`config.mk`:
```
export PLATFORM = sky130hd
export DESIGN_NAME = min_extract_table
export DESIGN_NICKNAME = d
export VERILOG_FILES = /design/src/hw/rtl/mxt_pkg.sv /design/src/hw/rtl/mxt_ram.sv /design/src/hw/rtl/mxt_min_scan.sv /design/src/hw/rtl/min_extract_table.sv
export SDC_FILE = /design/constraint.sdc
export NUM_CORES = 1
export LEC_CHECK = 0
export BUFFER_PORTS_ARGS = -buffer_cell sky130_fd_sc_hd__buf_4
export CAP_MARGIN = 15
export CORE_AREA = 4 4 339 274
export CTS_CLUSTER_DIAMETER = 150
export DETAILED_ROUTE_END_ITERATION = 8
export DIE_AREA = 0 0 343 278
export PLACE_DENSITY = 0.54
export SYNTH_ARGS = -nofsm -noshare
export SYNTH_HDL_FRONTEND = slang
export SYNTH_HIERARCHICAL = 1
export SYNTH_SLANG_ARGS = --single-unit
```
`constraint.sdc`:
```
create_clock -name clk -period 10.6 [get_ports clk]
set_clock_uncertainty 0.15 [all_clocks]
set_input_delay 2.65 -clock clk [delete_from_list [all_inputs] [get_ports clk]]
set_output_delay 2.65 -clock clk [all_outputs]
set_load 0.01 [all_outputs]
```
`src/hw/rtl/mxt_pkg.sv`:
```
// mxt_pkg: shared types and constants for the min-extract table.
// Used by mxt_min_scan and min_extract_table; no dependencies.
package mxt_pkg;

  localparam int CAP      = 16;              // table capacity
  localparam int ADDR_W   = $clog2(CAP);     // entry address width
  localparam int CNT_W    = 5;               // fill count / count_after width
  localparam int DATA_W   = 32;
  localparam int IDX_W    = 4;               // read index field width

  typedef enum logic [1:0] {
    OP_APPEND  = 2'd0,
    OP_DELMIN  = 2'd1,
    OP_REVERSE = 2'd2,
    OP_READ    = 2'd3
  } op_t;

  typedef enum logic [1:0] {
    ST_OK    = 2'd0,
    ST_EMPTY = 2'd1,
    ST_FULL  = 2'd2,
    ST_RANGE = 2'd3
  } status_t;

  // One entry coming back from the table during a delete-min scan.
  typedef struct packed {
    logic                     vld;
    logic                     first;
    logic [ADDR_W-1:0]        pos;
    logic signed [DATA_W-1:0] data;
  } scan_beat_t;

endpackage

```
`src/hw/rtl/mxt_ram.sv`:
```
// mxt_ram: generic synchronous RAM, one write port, two read ports.
// Read data is registered and only updates on a read enable. No dependencies.
module mxt_ram #(
  parameter int DEPTH = 16,
  parameter int WIDTH = 32
) (
  input  logic                     clk,
  input  logic                     we,
  input  logic [$clog2(DEPTH)-1:0] waddr,
  input  logic [WIDTH-1:0]         wdata,
  input  logic                     rea,
  input  logic [$clog2(DEPTH)-1:0] raddr_a,
  output logic [WIDTH-1:0]         rdata_a,
  input  logic                     reb,
  input  logic [$clog2(DEPTH)-1:0] raddr_b,
  output logic [WIDTH-1:0]         rdata_b
);

  logic [WIDTH-1:0] mem [DEPTH];

  always_ff @(posedge clk) begin
    if (we) begin
      mem[waddr] <= wdata;
    end
    if (rea) begin
      rdata_a <= mem[raddr_a];
    end
    if (reb) begin
      rdata_b <= mem[raddr_b];
    end
  end

endmodule

```
`src/hw/rtl/mxt_min_scan.sv`:
```
// mxt_min_scan: running signed minimum and its position over a scan.
// Depends on mxt_pkg (scan_beat_t, ADDR_W, DATA_W).
module mxt_min_scan (
  input  logic                             clk,
  input  mxt_pkg::scan_beat_t              beat,
  output logic signed [mxt_pkg::DATA_W-1:0] best_next,
  output logic [mxt_pkg::ADDR_W-1:0]        pos_next
);
  import mxt_pkg::*;

  logic signed [DATA_W-1:0] best;
  logic [ADDR_W-1:0]        best_pos;

  // Strict less-than keeps the lowest position on ties.
  always_comb begin
    if (beat.first || (beat.data < best)) begin
      best_next = beat.data;
      pos_next  = beat.pos;
    end else begin
      best_next = best;
      pos_next  = best_pos;
    end
  end

  always_ff @(posedge clk) begin
    if (beat.vld) begin
      best     <= best_next;
      best_pos <= pos_next;
    end
  end

endmodule

```
`src/hw/rtl/min_extract_table.sv`:
```
// min_extract_table: unsorted table of signed 32-bit entries with fill count.
// Depends on mxt_pkg, mxt_ram, mxt_min_scan.
//
//  channel | handshake                | payload
//  --------+--------------------------+------------------------------------
//  in      | in_valid / in_stall      | opcode, value, index
//  out     | out_valid / out_stall    | status, result_value, count_after
//
// Flow: append, failed ops and short reverses go straight to S_DONE and the
// result register; read waits in S_RD first; delete-min makes one table read
// per entry through port A; reverse writes each swapped pair in two states,
// set by the single write port (one pair = two writes).
// Reset: rst clears count, FSM and output valid. Table contents are not
// cleared; entries at or above the count are never read.
// Stalls: in_stall is high while a transaction is in progress. A finished
// result waits in the output register; the next input is taken meanwhile.
module min_extract_table (
  input  logic                              clk,
  input  logic                              rst,
  input  logic                              in_valid,
  output logic                              in_stall,
  input  logic [1:0]                        opcode,
  input  logic signed [mxt_pkg::DATA_W-1:0] value,
  input  logic [mxt_pkg::IDX_W-1:0]         index,
  output logic                              out_valid,
  input  logic                              out_stall,
  output logic [1:0]                        status,
  output logic signed [mxt_pkg::DATA_W-1:0] result_value,
  output logic [mxt_pkg::CNT_W-1:0]         count_after
);
  import mxt_pkg::*;

  typedef enum logic [5:0] {
    S_IDLE   = 6'b000001,
    S_RD     = 6'b000010,   // waiting on read data for a read transaction
    S_SCAN   = 6'b000100,   // delete-min: one entry per cycle through port A
    S_REV_W1 = 6'b001000,   // reverse: write low slot, prefetch next pair
    S_REV_W2 = 6'b010000,   // reverse: write high slot
    S_DONE   = 6'b100000    // result ready, waiting for the output register
  } state_t;

  state_t state, state_next;

  logic [CNT_W-1:0]  cnt, cnt_next;
  logic [CNT_W-1:0]  ptr, ptr_next;           // next scan address
  logic              beat_vld, beat_vld_next; // a scan read is in flight
  logic [ADDR_W-1:0] beat_pos, beat_pos_next;
  logic [ADDR_W-1:0] lo, lo_next, hi, hi_next;
  logic [DATA_W-1:0] hold, hold_next;         // low entry of the pair being swapped
  status_t           d_status, d_status_next;
  logic [DATA_W-1:0] d_value, d_value_next;

  logic              acc;
  op_t               op;
  logic [ADDR_W-1:0] n_last;

  // RAM ports
  logic              we, rea, reb;
  logic [ADDR_W-1:0] waddr, raddr_a, raddr_b;
  logic [DATA_W-1:0] wdata, rdata_a, rdata_b;

  // Scan unit
  scan_beat_t               beat;
  logic signed [DATA_W-1:0] scan_best;
  logic [ADDR_W-1:0]        scan_pos;

  logic load_out;

  assign in_stall = (state != S_IDLE);
  assign acc      = in_valid && !in_stall;
  assign op       = op_t'(opcode);
  assign n_last   = ADDR_W'(cnt - CNT_W'(1));

  assign beat.vld   = beat_vld && (state == S_SCAN);
  assign beat.first = (beat_pos == '0);
  assign beat.pos   = beat_pos;
  assign beat.data  = $signed(rdata_a);

  mxt_ram #(
    .DEPTH (CAP),
    .WIDTH (DATA_W)
  ) u_ram (
    .clk     (clk),
    .we      (we),
    .waddr   (waddr),
    .wdata   (wdata),
    .rea     (rea),
    .raddr_a (raddr_a),
    .rdata_a (rdata_a),
    .reb     (reb),
    .raddr_b (raddr_b),
    .rdata_b (rdata_b)
  );

  mxt_min_scan u_scan (
    .clk       (clk),
    .beat      (beat),
    .best_next (scan_best),
    .pos_next  (scan_pos)
  );

  always_comb begin
    state_next    = state;
    cnt_next      = cnt;
    ptr_next      = ptr;
    beat_vld_next = 1'b0;
    beat_pos_next = beat_pos;
    lo_next       = lo;
    hi_next       = hi;
    hold_next     = hold;
    d_status_next = d_status;
    d_value_next  = d_value;
    we            = 1'b0;
    waddr         = lo;
    wdata         = rdata_b;
    rea           = 1'b0;
    raddr_a       = ptr[ADDR_W-1:0];
    reb           = 1'b0;
    raddr_b       = hi - ADDR_W'(1);
    load_out      = 1'b0;

    unique case (state)
      S_IDLE: begin
        if (acc) begin
          d_status_next = ST_OK;
          d_value_next  = '0;
          state_next    = S_DONE;
          unique case (op)
            OP_APPEND: begin
              if (cnt >= CNT_W'(CAP)) begin
                d_status_next = ST_FULL;
              end else begin
                we       = 1'b1;
                waddr    = cnt[ADDR_W-1:0];
                wdata    = value;
                cnt_next = cnt + CNT_W'(1);
              end
            end
            OP_DELMIN: begin
              if (cnt == '0) begin
                d_status_next = ST_EMPTY;
              end else begin
                rea           = 1'b1;
                raddr_a       = '0;
                ptr_next      = CNT_W'(1);
                beat_vld_next = 1'b1;
                beat_pos_next = '0;
                state_next    = S_SCAN;
              end
            end
            OP_REVERSE: begin
              // fewer than two entries: nothing to swap
              if (cnt >= CNT_W'(2)) begin
                rea        = 1'b1;
                raddr_a    = '0;
                reb        = 1'b1;
                raddr_b    = n_last;
                lo_next    = '0;
                hi_next    = n_last;
                state_next = S_REV_W1;
              end
            end
            OP_READ: begin
              if (CNT_W'(index) >= cnt) begin
                d_status_next = ST_RANGE;
              end else begin
                rea        = 1'b1;
                raddr_a    = ADDR_W'(index);
                state_next = S_RD;
              end
            end
            default: ;
          endcase
        end
      end

      S_RD: begin
        d_value_next = rdata_a;
        state_next   = S_DONE;
      end

      S_SCAN: begin
        if (ptr < cnt) begin
          rea           = 1'b1;
          raddr_a       = ptr[ADDR_W-1:0];
          ptr_next      = ptr + CNT_W'(1);
          beat_vld_next = 1'b1;
          beat_pos_next = ptr[ADDR_W-1:0];
        end
        // last entry arriving: it also fills the freed slot
        if (beat_vld && (beat_pos == n_last)) begin
          we           = 1'b1;
          waddr        = scan_pos;
          wdata        = rdata_a;
          cnt_next     = cnt - CNT_W'(1);
          d_value_next = scan_best;
          state_next   = S_DONE;
        end
      end

      S_REV_W1: begin
        we        = 1'b1;
        waddr     = lo;
        wdata     = rdata_b;
        hold_next = rdata_a;
        // prefetch next pair; addresses differ from both slots being written
        if ((lo + ADDR_W'(1)) < (hi - ADDR_W'(1))) begin
          rea     = 1'b1;
          raddr_a = lo + ADDR_W'(1);
          reb     = 1'b1;
          raddr_b = hi - ADDR_W'(1);
        end
        state_next = S_REV_W2;
      end

      S_REV_W2: begin
        we      = 1'b1;
        waddr   = hi;
        wdata   = hold;
        lo_next = lo + ADDR_W'(1);
        hi_next = hi - ADDR_W'(1);
        if ((lo + ADDR_W'(1)) < (hi - ADDR_W'(1))) begin
          state_next = S_REV_W1;
        end else begin
          state_next = S_DONE;
        end
      end

      S_DONE: begin
        if (!out_valid || !out_stall) begin
          load_out   = 1'b1;
          state_next = S_IDLE;
        end
      end

      default: state_next = S_IDLE;
    endcase
  end

  always_ff @(posedge clk) begin
    if (rst) begin
      state    <= S_IDLE;
      cnt      <= '0;
      beat_vld <= 1'b0;
    end else begin
      state    <= state_next;
      cnt      <= cnt_next;
      beat_vld <= beat_vld_next;
    end
  end

  always_ff @(posedge clk) begin
    ptr      <= ptr_next;
    beat_pos <= beat_pos_next;
    lo       <= lo_next;
    hi       <= hi_next;
    hold     <= hold_next;
    d_status <= d_status_next;
    d_value  <= d_value_next;
  end

  // Output register
  always_ff @(posedge clk) begin
    if (rst) begin
      out_valid <= 1'b0;
    end else if (load_out) begin
      out_valid <= 1'b1;
    end else if (!out_stall) begin
      out_valid <= 1'b0;
    end
  end

  always_ff @(posedge clk) begin
    if (load_out) begin
      status       <= d_status;
      result_value <= $signed(d_value);
      count_after  <= cnt;
    end
  end

  // Checks
  a_cnt_bound: assert property (@(posedge clk) disable iff (rst)
    cnt <= CNT_W'(CAP))
    else $error("fill count above capacity");

  a_no_rw_clash: assert property (@(posedge clk) disable iff (rst)
    (we && rea) |-> (waddr != raddr_a))
    else $error("port A read collides with write to same entry");

  a_rev_order: assert property (@(posedge clk) disable iff (rst)
    (state == S_REV_W1) |-> (lo < hi))
    else $error("reverse pointers crossed");

  a_append_grows: assert property (@(posedge clk) disable iff (rst)
    (acc && (op == OP_APPEND) && (cnt < CNT_W'(CAP))) |=> (cnt == $past(cnt) + CNT_W'(1)))
    else $error("append did not grow count");

  a_delmin_shrinks: assert property (@(posedge clk) disable iff (rst)
    ((state == S_SCAN) && (state_next == S_DONE)) |=> (cnt == $past(cnt) - CNT_W'(1)))
    else $error("delete-min did not shrink count");

endmodule
```
==> key figures, run 1 <==
Clock tree
  – H-tree depth: 3
  – Hold buffers post-CTS: 0
  – Clock sink count: 747
  – Post-cts resize count: 0
  – Root Buffer: clkbuf_16
  – Post-CTS Setup Bufs: 0
  – Clock transition at path regs: 0.06 ns
  – Worst-case clock buffer depth: 3
  – Worst-Skew Late Latency: 0.64 ns
  – TritonCTS clock tree: done
  – Inserted Clock Buffers: 80

Outcome
  – Status: complete, no violations

Hold path
  – Hold worst-path end: result_value[15]$_DFFE_PP_
  – Worst Hold Class: flip-flop to flip-flop
  – HP Start: d_value[15]$_DFFE_PP_
  – Hold path depth: 0

Floorplan
  – Die width: 343 microns
  – Cell row count: 98
  – CORE AREA: 89100 sq um
  – Die ar.: 95400 sq um
  – Chip height: 278 microns
  – Starting Density: 39.9%
  – IO Pins: 83

Worst setup path
  – CP Capture Type: flip-flop
  – Reg2reg end: u_ram/mem[14][28]$_DFFE_PP_
  – Crit path max-delay family: simple AND/OR/NAND/NOR gates
  – R2r setup slk: 4.74 ns
  – CP Cell Sequence: buf_4, nor4b_2, and2_2, buf_4, o221ai_4, buf_4, a221o_1, nand2b_1, nor2_4, buf_4
  – WP data arrival: 6.72 ns
  – Required time of the critical path: 10.74 ns
  – CP max stage cell: nor2_4
  – Worst path depth: 10
  – WP buf/inv: 4
  – CP Launch Type: input pin
  – Most frequent CP cell: buf_4
  – Max incr delay on CP: 0.72 ns
  – Worst reg2reg startpoint: u_ram/rdata_a[31]$_DFFE_PP_
  – Setup CP Type: input pin to flip-flop
  – Worst R2R Path Depth: 10
  – CP Max Fanout: 36

Flow run
  – Max-Cap Viols: 0

Layout
  – Fraction of layout cells with a size suffix above 1: 26.4%
  – P&R area growth vs syn: 13.3%
  – Design area: 40200 sq um
  – Final Net Count: 2271

Yosys
  – FF+latch count, synth: 747
  – Largest family of logic cells by synthesized area: multiplexers
  – Post-synthesis compound-gate area fraction: 9.85%
  – Post-synthesis async set-or-reset flop share: 0%
  – Syn_nets: 2218
  – Synth Area in XOR/XNOR: 0.486%
  – Synthesized-area fraction occupied by adder cells: 1.66%
  – Yosys warnings: 6
  – Post-Syn Area per Cell: 16.7 sq um
  – EDFF count, synth: 734
  – Synth Cell Area: 35500 sq um
  – Post-Synth Simple-Gate Area: 6.03%
  – Multiplexer area fraction after synthesis: 16.5%
  – Netlist cell types: 73
  – Primary FF master, synth: edfxtp_1
  – Post-synthesis sequential area ratio: 62.8%
  – Cells after Synth: 2129

Detailed routing
  – Post-Route WL: 104000 microns
  – Final ANT Viol Nets: 0
  – DRT Pass-1 Iters: 5
  – Wire per inst: 30.3 microns
  – DRC viols: 0
  – Vias per inst: 6.25
  – Total number of vias: 21527
  – Iter 0 DRT Violations: 2333

STA
  – Final Cycle Share: 62.1%
  – Final Max Tran Viols: 0
  – Post-layout min period: 6.58 ns
  – Worst rel slew slack: 28.1%
  – Post-route worst setup slack: 4.02 ns
  – Slew @ Worst Pin: 1.08 ns
  – Final setup violation count: 0
  – Highest clock rate: 152 MHz
  – Final hold viol count: 0
  – Setup TNS: 0 ns
  – RSZ-0062 raised after global routing: false

Placement
  – GP Congestion: 0.821
  – Input/output buffers: 82
  – DPL Wire Length: 55600 microns
  – Post-DP Area: 37600 sq um
  – Pre-CTS setup slack: 3.36 ns

Power
  – Worst vdd rail ir drop: 122 uV
  – Leakage Power: 13.0 nW
  – Power Dens Cells: 169 nW/um^2

GRT
  – GRT Residual Overflow: 0
  – Total track usage: 21.8%
  – First-pass GRT wire length: 152000 microns
  – Initial antenna violation count: 0
  – Largest net degree at the start of global routing: 129
  – Number of global-route vias before repair: 21995
## worst max path at each step
stage                                        to  startpoint  slack (ns)
global placement    u_ram/rdata_a[13]$_DFFE_PP_    index[0]        3.42
detailed placement  u_ram/rdata_a[18]$_DFFE_PP_    index[0]        3.36
finish              u_ram/mem[14][28]$_DFFE_PP_   opcode[0]        4.02
CTS                 u_ram/rdata_a[18]$_DFFE_PP_    index[0]        4.05
floorplan             u_ram/mem[0][0]$_DFFE_PP_   opcode[0]        3.10
global route        u_ram/rdata_a[13]$_DFFE_PP_    index[0]        3.69
## cell type report
cell class              instances  area (sq um)
repair buffers                138          1070
clock buffers                 100          2130
multi-input cells            1170         12500
flip-flops and latches        747         22300
inverters                      45           169
fillers                      7677         48900
clock inverters                44           531
well taps                    1200          1500
diodes                          1          2.50
## state kept, by name (all words and copies together), names as in the netlist, 2 cells and up
register	cells
status	2
lo	4
ptr	5
u_scan/best_pos	4
beat_pos	4
state	6
cnt	5
u_ram/rdata_a	32
result_value	32
d_value	32
hi	4
u_ram/mem	512
count_after	5
u_ram/rdata_b	32
d_status	2
hold	32
u_scan/best	32
## cells in the mapped netlist (3+ instances only)
cell type	instances	area share, %
edfxtp_1	734	62
mux4_2	256	16
nand2_1	169	1.8
a22oi_1	164	3.5
clkbuf_1	86	0.91
nor3_1	74	1.0
a22o_1	68	1.7
ha_1	47	1.7
inv_1	44	0.46
a221o_1	38	1.1
nand2b_1	36	0.63
nor2_1	36	0.38
nand3b_1	34	0.72
buf_2	32	0.45
o211ai_1	32	0.68
a21oi_1	29	0.41
a221oi_2	29	1.2
buf_4	22	0.46
buf_1	20	0.21
o21ai_0	17	0.24
dfxtp_1	13	0.73
and2_1	12	0.21
nor2b_1	12	0.21
nand3_1	10	0.14
nand4_1	10	0.18
o22ai_1	10	0.18
mux2i_1	8	0.23
xnor2_1	8	0.20
buf_6	7	0.22
xor2_1	6	0.15
and3_1	5	0.088
o311a_1	5	0.14
a221oi_1	4	0.099
a21o_1	3	0.063
nor3b_1	3	0.063
nor4_1	3	0.053
o21a_1	3	0.063
## power by group
| part | total, mW | switching, mW | internal [mW] | leakage (nW) |
|---|---|---|---|---|
| Sequential | 3.43 | 0.0394 | 3.39 | 6.78 |
| Clock | 2.88 | 1.18 | 1.70 | 1.30 |
| Combinational | 0.514 | 0.343 | 0.170 | 4.96 |
| Total | 6.82 | 1.56 | 5.26 | 13.0 |
## cells in the final DEF (no fill, tap or decap), types with 4 or more instances in the layout
master	instances
bufinv_16	11
o22ai_1	10
a221o_1	37
nand2_1	168
and2_1	9
nor2_1	22
nand3_1	10
and3_1	4
a22o_1	68
inv_1	43
o211ai_1	32
xnor2_1	8
nor3_1	70
a21oi_1	26
nor3_2	4
a22oi_1	164
clkbuf_16	82
nand3b_1	34
a221oi_2	28
ha_1	46
clkinv_2	11
clkbuf_1	17
nor2_4	15
xor2_1	6
a221oi_1	4
dfxtp_1	13
nand4_1	10
clkinv_1	17
nor2b_1	8
nand2b_1	36
o21ai_0	16
o311a_1	5
mux2i_1	7
edfxtp_1	734
mux4_2	256
buf_4	135
nor2b_4	4
## routing by layer
layer / share of wire, % / global-route usage [%]
met1: 43 / 31.4
met2: 47 / 34.5
met3: 7.4 / 3.90
met4: 2.2 / 5.33
met5: 0 / 0
## cells by family after synthesis
logic type | count (synthesis)
AO/OA/AOI/OAI | 421
XOR/XNOR | 16
adder cells (fa/ha/maj) | 47
buffers and inverters | 212
flip-flops | 747
multiplexers | 265
AND/OR/NAND/NOR | 421
## per-stage QoR
| stage | hold slack (ns) | instances | total power, mW | utilization, % |
|---|---|---|---|---|
| 2_1_floorplan | 0.250 | 2129 | 3.80 | - |
| 3_3_place_gp | 0.251 | 3300 | 3.99 | 42.2 |
| 3_5_place_dp | 0.255 | 3300 | 4.00 | 42.2 |
| 4_1_cts | 0.262 | 3444 | 6.89 | 45.1 |
| 5_1_grt | 0.271 | 3444 | 7.06 | 45.1 |
| 6_report | 0.257 | 3445 | 6.82 | 45.1 |
(Power assumes the default switching activity.)
==> run 2: changes to the inputs <==
--- a/config.mk
+++ b/config.mk
@@ -5,13 +5,14 @@
 export SDC_FILE = /design/constraint.sdc
 export NUM_CORES = 1
 export LEC_CHECK = 0
+export ABC_AREA = 1
 export BUFFER_PORTS_ARGS = -buffer_cell sky130_fd_sc_hd__buf_4
 export CAP_MARGIN = 15
-export CORE_AREA = 4 4 339 274
+export CORE_AREA = 4 4 352 285
 export CTS_CLUSTER_DIAMETER = 150
 export DETAILED_ROUTE_END_ITERATION = 8
-export DIE_AREA = 0 0 343 278
-export PLACE_DENSITY = 0.54
+export DIE_AREA = 0 0 356 289
+export PLACE_DENSITY = 0.56
 export SYNTH_ARGS = -nofsm -noshare
 export SYNTH_HDL_FRONTEND = slang
 export SYNTH_HIERARCHICAL = 1
==> constraint.sdc (replaced) <==
create_clock -name clk -period 5.7 [get_ports clk]
set_clock_uncertainty 0.15 [all_clocks]
set_input_delay 1.425 -clock clk [delete_from_list [all_inputs] [get_ports clk]]
set_output_delay 1.425 -clock clk [all_outputs]
set_load 0.01 [all_outputs]
==> run 2 against run 1 <==
  * Non-clock buffer count increased by 31
  * Combinational power grew to 15 times the previous value
  * Sequential power grew 110%
  * Clock power increased by 64%
  * Via count rose by 41%
  * Sequential share of layout area fell by 3.1 points
  * Hold slack better by 0.0080 ns
  * Final area up 5.9%
  * Largest power group is now combinational logic
  * First-iteration DRC count up 63%
==> key figures, run 2 <==
Outcome
  – Status: complete, no violations (unchanged)

Detailed routing
  – DRC viols: 0 (unchanged)
  – Post-Route WL: 121000 microns (was 104000 microns)
  – DRT Pass-1 Iters: 5 (unchanged)
  – Total number of vias: 30373 (was 21527)
  – Wire per inst: 21.5 microns (was 30.3 microns)
  – Vias per inst: 5.41 (was 6.25)
  – Iter 0 DRT Violations: 3814 (was 2333)
  – Final ANT Viol Nets: 0 (unchanged)

Yosys
  – Most common cell in the netlist: nand2_1 (was edfxtp_1)
  – FF+latch count, synth: 747 (unchanged)
  – Leading area contributor after synthesis: edfxtp_1 (unchanged)
  – Post-synthesis sequential area ratio: 57.9% (was 62.8%)
  – Yosys warnings: 6 (unchanged)
  – Syn_nets: 4352 (was 2218)
  – Synth top area share: 57.2% (was 62.0%)
  – Synth Area in XOR/XNOR: 0.205% (was 0.486%)
  – Post-Syn Area per Cell: 9.03 sq um (was 16.7 sq um)
  – Post-Synth Simple-Gate Area: 28.4% (was 6.03%)
  – Synth Cell Area: 38500 sq um (was 35500 sq um)
  – Synth top cells by count: nand2_1, nand3_1, edfxtp_1 (was edfxtp_1, mux4_2, nand2_1)
  – Post-synthesis async set-or-reset flop share: 0% (unchanged)
  – Primary FF master, synth: edfxtp_1 (unchanged)
  – EDFF count, synth: 734 (unchanged)
  – Cells after Synth: 4263 (was 2129)
  – Area contributors post-synth: edfxtp_1, nand2_1, nand3_1 (was edfxtp_1, mux4_2, a22oi_1)
  – Multiplexer area fraction after synthesis: 0% (was 16.5%)
  – Netlist cell types: 47 (was 73)
  – Post-synthesis compound-gate area fraction: 1.74% (was 9.85%)
  – Synthesized-area fraction occupied by adder cells: 1.53% (was 1.66%)
  – Largest family of logic cells by synthesized area: simple AND/OR/NAND/NOR gates (was multiplexers)

STA
  – Highest clock rate: 207 MHz
  – Final setup violation count: 0 (unchanged)
  – Final hold viol count: 0 (unchanged)
  – Post-layout min period: 4.82 ns
  – RSZ-0062 raised after global routing: false (unchanged)
  – Setup TNS: 0 ns (unchanged)
  – Slew @ Worst Pin: 0.969 ns (was 1.08 ns)
  – Final Max Tran Viols: 0 (unchanged)
  – Worst rel slew slack: 35.2% (was 28.1%)
  – Final Cycle Share: 84.6%

Worst setup path
  – Setup CP Type: flip-flop to flip-flop (was input pin to flip-flop)
  – CP Max Fanout: 26 (was 36)
  – Worst reg2reg startpoint: u_ram/rdata_a[31]$_DFFE_PP_ (unchanged)
  – CP Capture Type: flip-flop (unchanged)
  – Required time of the critical path: 5.87 ns (was 10.74 ns)
  – CP Launch Type: flip-flop (was input pin)
  – CP startpoint: u_ram/rdata_a[31]$_DFFE_PP_ (was opcode[0])
  – WP data arrival: 4.99 ns (was 6.72 ns)

Clock tree
  – TritonCTS clock tree: done (unchanged)
  – Worst-Skew Late Latency: 0.64 ns (about the same)
  – Inserted Clock Buffers: 75 (was 80)
  – Hold buffers post-CTS: 0 (unchanged)
  – Post-cts resize count: 0 (unchanged)
  – Post-CTS Setup Bufs: 0 (unchanged)
  – H-tree depth: 3 (unchanged)
  – Clock sink count: 747 (unchanged)
  – Worst-case clock buffer depth: 3 (unchanged)
  – Root Buffer: clkbuf_16 (unchanged)
  – Clock transition at path regs: 0.06 ns (about the same)

Floorplan
  – Die width: 356 microns (was 343 microns)
  – Starting Density: 39.9% (about the same)
  – CORE AREA: 96500 sq um (was 89100 sq um)
  – Cell row count: 102 (was 98)
  – Chip height: 289 microns (was 278 microns)
  – IO Pins: 83 (unchanged)
  – Die ar.: 103000 sq um (was 95400 sq um)

Power
  – Worst vdd rail ir drop: 458 uV (was 122 uV)
  – Net load switching power: 8.02 mW (was 1.56 mW)
  – Total power: 19.8 mW (was 6.82 mW)
  – Internal Power: 11.8 mW (was 5.26 mW)
  – Sw Share: 40.4% (was 22.9%)
  – Clk pwr share: 23.7% (was 42.2%)
  – Sequential Power Share: 36.7% (was 50.3%)
  – Leakage Power: 18.1 nW (was 13.0 nW)
  – Power Dens Cells: 465 nW/um^2 (was 169 nW/um^2)
  – Combinational power share: 39.6% (was 7.5%)

GRT
  – First-pass GRT wire length: 181000 microns (was 152000 microns)
  – Number of global-route vias before repair: 28618 (was 21995)
  – Met1 global-route usage: 33.9% (was 31.4%)
  – Met3 usage: 3.11% (was 3.90%)
  – GRT Residual Overflow: 0 (unchanged)
  – Initial antenna violation count: 0 (unchanged)
  – Most Used Layer, Global Route: met2 (unchanged)
  – Largest net degree at the start of global routing: 129 (unchanged)
  – Met2 Use GR: 35.3% (was 34.5%)
  – Total track usage: 23.1% (was 21.8%)

Hold path
  – Worst Hold Class: flip-flop to flip-flop (unchanged)
  – HP Start: d_value[29]$_DFFE_PP_ (was d_value[15]$_DFFE_PP_)

Flow run
  – Max-Cap Viols: 0 (unchanged)

Layout
  – Most frequent cells in the layout: nand2_1, nand3_1, edfxtp_1 (was edfxtp_1, mux4_2, nand2_1)
  – Multi-input gate area: 12500 sq um (about the same)
  – Fill count: 9348 (was 7677)
  – Final Net Count: 4349 (was 2271)
  – N_diodes: 0 (was 1)
  – Register area: 22300 sq um (unchanged)
  – P&R area growth vs syn: 10.7% (was 13.3%)
  – Fraction of layout cells with a size suffix above 1: 7.69% (was 26.4%)
  – Leading cell type in the layout, fill and taps excluded: nand2_1 (was edfxtp_1)
  – Largest reg by FF count: u_ram/mem (unchanged)
  – Final Util: 44.2% (was 45.1%)
  – Max FFs per register: 512 (unchanged)

Placement
  – GP Congestion: 0.855 (was 0.821)
  – DPL Wire Length: 70100 microns (was 55600 microns)
  – Input/output buffers: 82 (unchanged)
-- run 2: cell families (layout without fill, tap and decap cells) --
family                     after synthesis  in the layout
and+or+nand+nor                       2492           2492
buffers and inverters                  866            919
DFF                                    747            747
AOI/OAI and AO/OA                      102            102
adders and majority gates               47             47
xor gates and xnor gates                 9              9
-- run 2: per-layer routing --
metal | part of all wire, % | wire, microns | vias to the layer above
met5 | 0 | 0 | -
met4 | 3.4 | 4150 | 0
met3 | 9.0 | 10900 | 231
met2 | 44 | 52600 | 1453
met1 | 44 | 53200 | 14567
li1 | - | - | 14122
-- run 2: power groups by stage --
stage | combinational [mW] | clock [mW] | sequential, mW
floorplan | 5.30 | 0 | 7.33
global placement | 7.72 | 0 | 7.39
detailed placement | 7.75 | 0 | 7.40
CTS | 7.77 | 4.81 | 7.28
global route | 8.54 | 5.03 | 7.31
finish | 7.85 | 4.71 | 7.28
-- run 2: layout make-up --
type	count	area share, %
flip-flops and latches	747	52.3
inverters	617	5.49
clock buffers	100	4.72
repair buffers	169	3.74
multi-input cells	2650	29.4
well taps	1300	3.82
clock inverters	33	0.540
-- run 2: path summary, 6_finish.rpt --
check | end | slack [ns] | cells after the start
setup / recovery | u_ram/mem[6][10]$_DFFE_PP_ | 0.88 | 16
hold / removal | result_value[29]$_DFFE_PP_ | 0.26 | 0
setup reg to reg | u_ram/mem[6][10]$_DFFE_PP_ | 0.88 | 16
hold reg to reg | result_value[29]$_DFFE_PP_ | 0.26 | 0
-- run 2: stage by stage --
stage / setup slack (ns) / instances / cell area, sq um / hold slack, ns
2_1_floorplan: 1.20 / 4263 / 38500 / 0.250
5_1_grt: 0.693 / 5616 / 42600 / 0.272
3_5_place_dp: 0.985 / 5483 / 40400 / 0.255
3_3_place_gp: 1.01 / 5483 / 40400 / 0.252
4_1_cts: 0.980 / 5616 / 42600 / 0.269
6_report: 0.877 / 5616 / 42600 / 0.265
-- run 2: critical path: stages, from the launching register on --
cell and delay (ns):
edfxtp_1 0.35, buf_4 0.18, ha_1 0.45, nand2_1 0.15
nor2_1 0.07, nand2_1 0.24, inv_1 0.10, a21oi_2 0.19
nand3_2 0.59, nand3_4 0.34, nand2_1 0.08, nand2_1 0.09
nand2_1 0.07, nand4_1 0.16, nand3b_1 0.34, nor2_4 0.65
buf_12 0.28
